File: src/rtl/gmat_pkg.sv
package gmat_pkg;

    localparam int MAX_PATTERN_DEF = 32;

    localparam logic [7:0] STAR_BYTE = 8'd42;
    localparam logic [7:0] ANY_BYTE  = 8'd63;

    typedef enum logic [1:0] {
        ACT_CLEAR  = 2'd0,
        ACT_APPEND = 2'd1,
        ACT_TEXT   = 2'd2,
        ACT_END    = 2'd3
    } action_t;

    // broadcast from the top level to every cell
    typedef struct packed {
        logic       fire;
        action_t    op;
        logic [7:0] ch;
    } gmat_ctrl_t;

endpackage

File: src/rtl/wildcard_glob_matcher_top.sv
// Glob matcher: a row of MAX_PATTERN cells, one per pattern byte.
// Throughput: one request per cycle; the star closure ripples through the row.
// An end request's verdict shows on m_* in the cycle after its acceptance.
// Output register stalls input only while a verdict waits and m_tready is low.
// Reset: empty pattern, only the empty prefix matching, overflow clear.
module wildcard_glob_matcher_top
    import gmat_pkg::*;
#(
    parameter int MAX_PATTERN = MAX_PATTERN_DEF
)
(
    input  logic       clk,
    input  logic       rst_n,
    input  logic       s_tvalid,
    output logic       s_tready,
    input  logic [7:0] s_tdata,   // [7:0] character
    input  logic [1:0] s_tuser,   // [1:0] action
    output logic       m_tvalid,
    input  logic       m_tready,
    output logic [7:0] m_tdata,   // [0] matched, [7:1] zero
    output logic [0:0] m_tuser    // [0] overflow
);

    gmat_ctrl_t ctrl;

    logic [MAX_PATTERN:0]   act_old;
    logic [MAX_PATTERN:0]   act_new;
    logic [MAX_PATTERN+1:0] used;
    logic [MAX_PATTERN-1:0] hit;

    logic act0_reg;
    logic act0_next;
    logic ovf_reg;
    logic ovf_next;
    logic full;
    logic matched;

    logic out_valid_reg;
    logic out_match_reg;
    logic out_ovf_reg;

    assign s_tready  = ~out_valid_reg | m_tready;
    assign ctrl.fire = s_tvalid & s_tready;
    assign ctrl.op   = action_t'(s_tuser);
    assign ctrl.ch   = s_tdata;

    assign act_old[0] = act0_reg;
    assign act_new[0] = act0_next;
    assign used[0]    = 1'b1;
    assign used[MAX_PATTERN+1] = 1'b0;

    genvar k;
    generate
        for (k = 0; k < MAX_PATTERN; k++)
        begin : g_cell
            gmat_cell u_cell (
                .clk        (clk),
                .rst_n      (rst_n),
                .ctrl       (ctrl),
                .act_old_in (act_old[k]),
                .act_new_in (act_new[k]),
                .prev_used  (used[k]),
                .next_used  (used[k+2]),
                .act_old    (act_old[k+1]),
                .act_new    (act_new[k+1]),
                .used       (used[k+1]),
                .hit        (hit[k])
            );
        end
    endgenerate

    assign full    = used[MAX_PATTERN];
    assign matched = ~ovf_reg & ((act0_reg & ~used[1]) | (|hit));

    always_comb
    begin
        act0_next = act0_reg;
        ovf_next  = ovf_reg;
        unique case (ctrl.op)
            ACT_CLEAR:
            begin
                act0_next = 1'b1;
                ovf_next  = 1'b0;
            end
            ACT_APPEND:
            begin
                if (full)
                begin
                    ovf_next = 1'b1;
                end
            end
            ACT_TEXT:
            begin
                act0_next = 1'b0;
            end
            default:
            begin
                act0_next = act0_reg;
            end
        endcase
    end

    always_ff @(posedge clk or negedge rst_n)
    begin
        if (!rst_n)
        begin
            act0_reg      <= 1'b1;
            ovf_reg       <= 1'b0;
            out_valid_reg <= 1'b0;
        end
        else
        begin
            if (ctrl.fire)
            begin
                act0_reg <= act0_next;
                ovf_reg  <= ovf_next;
            end
            if (ctrl.fire && (ctrl.op == ACT_END))
            begin
                out_valid_reg <= 1'b1;
            end
            else if (m_tready)
            begin
                out_valid_reg <= 1'b0;
            end
        end
    end

    always_ff @(posedge clk)
    begin
        if (ctrl.fire && (ctrl.op == ACT_END))
        begin
            out_match_reg <= matched;
            out_ovf_reg   <= ovf_reg;
        end
    end

    assign m_tvalid = out_valid_reg;
    assign m_tdata  = {7'd0, out_match_reg};
    assign m_tuser  = out_ovf_reg;

endmodule

File: src/rtl/gmat_cell.sv
// One pattern position k: holds pattern byte k, whether it is in use, and
// the match bit of prefix k+1.
module gmat_cell
    import gmat_pkg::*;
(
    input  logic       clk,
    input  logic       rst_n,
    input  gmat_ctrl_t ctrl,
    input  logic       act_old_in,  // prefix k, current value
    input  logic       act_new_in,  // prefix k, value after this request
    input  logic       prev_used,   // position k-1 in use (1 for the first cell)
    input  logic       next_used,   // position k+1 in use (0 for the last cell)
    output logic       act_old,
    output logic       act_new,
    output logic       used,
    output logic       hit
);

    logic [7:0] pat_reg;
    logic [7:0] pat_next;
    logic       used_reg;
    logic       used_next;
    logic       act_reg;
    logic       slot;
    logic       is_star;
    logic       raw;

    assign slot    = prev_used & ~used_reg;
    assign is_star = (pat_reg == STAR_BYTE);

    always_comb
    begin
        act_new   = act_reg;
        used_next = used_reg;
        pat_next  = pat_reg;
        raw       = 1'b0;
        unique case (ctrl.op)
            ACT_CLEAR:
            begin
                act_new   = 1'b0;
                used_next = 1'b0;
            end
            ACT_APPEND:
            begin
                if (slot)
                begin
                    act_new   = act_new_in & (ctrl.ch == STAR_BYTE);
                    pat_next  = ctrl.ch;
                    used_next = 1'b1;
                end
                else
                begin
                    act_new = act_reg | (used_reg & is_star & act_new_in);
                end
            end
            ACT_TEXT:
            begin
                // a star keeps its own bit; other bytes step from prefix k
                raw = used_reg & (is_star ? act_reg :
                      (act_old_in & ((pat_reg == ANY_BYTE) || (pat_reg == ctrl.ch))));
                act_new = raw | (used_reg & is_star & act_new_in);
            end
            default:
            begin
                act_new = act_reg;
            end
        endcase
    end

    always_ff @(posedge clk or negedge rst_n)
    begin
        if (!rst_n)
        begin
            used_reg <= 1'b0;
            act_reg  <= 1'b0;
        end
        else if (ctrl.fire)
        begin
            used_reg <= used_next;
            act_reg  <= act_new;
        end
    end

    always_ff @(posedge clk)
    begin
        if (ctrl.fire)
        begin
            pat_reg <= pat_next;
        end
    end

    assign act_old = act_reg;
    assign used    = used_reg;
    // this cell is the last pattern byte and its prefix matches
    assign hit     = act_reg & used_reg & ~next_used;

endmodule

File: config.mk
export PLATFORM = sky130hd
export DESIGN_NAME = wildcard_glob_matcher_top
export DESIGN_NICKNAME = d
export VERILOG_FILES = /design/src/rtl/gmat_pkg.sv /design/src/rtl/wildcard_glob_matcher_top.sv /design/src/rtl/gmat_cell.sv
export SDC_FILE = /design/constraint.sdc
export NUM_CORES = 1
export LEC_CHECK = 0
export ABC_AREA = 1
export BUFFER_PORTS_ARGS = -buffer_cell sky130_fd_sc_hd__buf_4
export CAP_MARGIN = 10
export CORE_ASPECT_RATIO = 0.5
export CORE_MARGIN = 3
export CORE_UTILIZATION = 50
export DETAILED_ROUTE_END_ITERATION = 6
export PLACE_DENSITY_LB_ADDON = 0.2
export SLEW_MARGIN = 15
export SYNTH_ARGS = -nofsm -noshare
export SYNTH_HDL_FRONTEND = slang
export SYNTH_SLANG_ARGS = --single-unit
File: constraint.sdc
create_clock -name clk -period 12 [get_ports clk]
set_input_delay 2.4 -clock clk [delete_from_list [all_inputs] [get_ports clk]]
set_output_delay 2.4 -clock clk [all_outputs]
set_load 0.01 [all_outputs]
==> flow_summary_export.csv <==
group,metric,value,unit
critical_path,critPathRequiredTime,12.47,ns
clocking,cts_hold_buffers,0,
critical_path,rr_startpoint,"g_cell[0].u_cell.pat_reg[6]",
timing,finalHoldViolCount,0,
die,io_pins,25,
synthesis,synth_mux_area_share,0,%
timing,fin_skew,0.00982,ns
clocking,cts_tree,"built",
min_path,hold_class,"reg2reg",
synthesis,yosys-top-cells-area,"edfxtp_1 44%, dfrtp_1 9.5%, xnor2_1 8.2%",
global_route,grt_first_pass_wirelength,69300,microns
clocking,clockBufferDepth,3,
final_layout,fill_cells,2865,
global_route,grt_usage,23.4,%
critical_path,crit_path_top_delay_cell,"or2_4",
critical_path,crit_type,"in2reg",
routing,drt_iter0_markers,1104,
min_path,hp-start,"ovf_reg",
die,die_h,138,microns
timing,final_max_slew_viol_count,0,
timing,worst_slew_pin_slew,1.08,ns
clocking,clk_latency,0.58,ns
synthesis,yosysTopAreaCellShare,44.4,%
final_layout,syn_to_final_growth,14.9,%
power,peakVddDrop,0.118,mV
critical_path,reg2reg_depth,135,
power,leakagePower,7.35,nW
global_route,grt_antenna_before_repair,0,
synthesis,synth_edf_count,258,
timing,timing.final.crit_share,119,%
global_route,top_usage_layer,"met2",
die,rows,47,
synthesis,ys_warn_count,0,
global_route,grt-ovfl-total,0,
global_route,met3_usage,2.94,%
timing,max_freq,0.0703,GHz
timing,holdWs,0.477,ns
min_path,worstHoldEndpoint,"m_tuser",
status,status,"complete, but fails checks",
critical_path,r2r-end,"g_cell[31].u_cell.act_old",
placement,dpl.hpwl,29700,microns
routing,drc,0,
power,powerDensity,146,nW/um^2
placement,dp.cells,2310,
power,power,2.92,mW
critical_path,startpoint_type,"input port",
critical_path,critPathArrivalTime,14.69,ns
clocking,cts_buffers,30,
timing,relSlewSlack,26.1,%
timing,finalSetupViolCount,8,
timing,setup_tns,-9.69,ns
synthesis,synth-async-reset-ratio,20.6,%
synthesis,yosys.area_share.simple,23.3,%
timing,rsz0062_at_grt,"yes",
routing,finalWirelength,44700,microns
routing,wl_per_cell,18.7,microns
critical_path,path_buf_inv,1,
final_layout,final_cells,2392,
routing,ant_nets,0,
synthesis,synth_fa_ha_area_share,0.359,%
synthesis,synthFlopType,"edfxtp_1",
synthesis,synth_top_area_cell,"edfxtp_1",
die,start_util,51.8,%
global_route,grt_max_degree,68,
synthesis,ys_ff_latch,325,
synthesis,synth_cells,1816,
die,die_w,270,microns
synthesis,syn-mean-instance-area,9.61,sq um
synthesis,synthesis.area,17400,sq um
synthesis,yosysSeqAreaShare,54.0,%
clocking,cts_root_buf,"clkbuf_16",
clocking,htree_levels,1,
timing,setup_ws,-2.22,ns
global_route,grt_pass1_vias,12700,
die,core-area,33700,sq um
status,violations,"negative setup slack",
routing,drtPass1Iterations,5,
placement,port_buffers,17,
die,die-area,37300,sq um
critical_path,crit_top_cell,"nand2_2",
critical_path,setup.worst_path.end_class,"flip-flop",
final_layout,final_nets,1923,
placement,post_dp_cell_area,18400,sq um
synthesis,synth_top_cells_by_count,"318 x nand2_1, 258 x edfxtp_1, 182 x inv_1, 166 x nor2_1, 164 x xnor2_1",
synthesis,synth_xor_area_share,8.23,%
synthesis,synth.most_common_cell,"nand2_1",
routing,viasPerCell,5.68,
synthesis,synth_cell_types,48,
clocking,clock_sinks,325,
critical_path,path_delay_family,"simple AND/OR/NAND/NOR gates",
clocking,clk_pin_slew,0.07,ns
placement,routabilityCongestion,0.918,
routing,vias,13600,
critical_path,cpPeakStageDelay,0.24,ns
global_route,gr-usage-met1,35.2,%
synthesis,synth_top_family_by_area,"simple AND/OR/NAND/NOR gates",
final_layout,stdcell_area,20000,sq um
min_path,hold_depth,0,
final_layout,largest_reg_flops,256,
global_route,grtUsageMet2,36.6,%
critical_path,r2r_slack,-0.84,ns
final_layout,diodes,0,
final_layout,final_layout_size_suffix_gt1_share,19.0,%
critical_path,critPathMaxFanout,4,
synthesis,synth-compound-area-share,7.34,%
timing,layout_min_cycle_time,14.22,ns
flow_run,maxCapViolations,0,
[worst max-delay path by stage]
| stage | start | to | cells after the start |
|---|---|---|---|
| 6_report | s_tuser[0] | g_cell[31].u_cell.act_old | 136 |
| 5_1_grt | s_tdata[3] | g_cell[31].u_cell.act_old | 138 |
| 4_1_cts | s_tdata[2] | g_cell[31].u_cell.act_old | 138 |
| 3_5_place_dp | s_tdata[3] | g_cell[31].u_cell.act_old | 138 |
| 3_3_place_gp | s_tdata[3] | g_cell[31].u_cell.act_old | 138 |
| 2_1_floorplan | s_tdata[6] | g_cell[31].u_cell.act_old | 138 |
[through the flow]
stage	util (%)	setup slack (ns)
6_report	59.5	-2.22
5_1_grt	59.5	-3.36
4_1_cts	58.0	-1.86
3_5_place_dp	54.5	-2.53
3_3_place_gp	54.5	-2.15
2_1_floorplan	-	-1.10
[area by class of cell]
cell class              instances  area [sq um]  share of cell area (%)
repair buffers                127          1050                    5.23
well taps                     465           582                    2.90
multi-input cells            1230          7290                    36.4
clock buffers                  42           837                    4.18
inverters                     190           719                    3.59
clock inverters                13           138                   0.687
flip-flops and latches        325          9430                    47.0
[power by group]
group / switching [mW] / internal [mW] / total [mW]
clock: 0.424 / 0.548 / 0.972
combinational: 0.365 / 0.199 / 0.563
sequential: 0.0736 / 1.31 / 1.39
total: 0.862 / 2.06 / 2.92
[metal layers]
layer | up-vias | wire length [microns]
met4 | 0 | 902
met1 | 6605 | 21600
met5 | - | 0
li1 | 6492 | -
met3 | 70 | 2540
met2 | 425 | 19700
[placed cells by master (no fill, tap or decap), types with 14 or more instances in the layout]
| cell | instances |
|---|---|
| dfrtp_1 | 66 |
| clkbuf_16 | 31 |
| or2_2 | 60 |
| nand3_1 | 118 |
| o32ai_1 | 27 |
| nand3_2 | 36 |
| a21oi_2 | 21 |
| nor2_1 | 165 |
| a21oi_1 | 14 |
| a22oi_1 | 14 |
| nand4_1 | 94 |
| nor4_1 | 29 |
| inv_1 | 181 |
| edfxtp_1 | 258 |
| xnor2_1 | 162 |
| o22ai_1 | 67 |
| nand2_1 | 275 |
| nand2_2 | 51 |
| nor3_1 | 23 |
| buf_4 | 113 |
[cells by family (layout without fill, tap and decap cells)]
logic type	count (synthesis)	in the layout
other	1	7
AO/OA/AOI/OAI	184	184
AND/OR/NAND/NOR	870	870
flip-flops	325	325
buffers and inverters	267	372
adder cells (fa/ha/maj)	5	5
XOR/XNOR	164	164
[repair_timing]
action	CTS	global route
pin swaps	3	66
endpoints found under the setup margin	7	11
gates cloned	0	0
resized for setup	3	120
buffers inserted	26	19
Power figures use the tool's default switching activity.
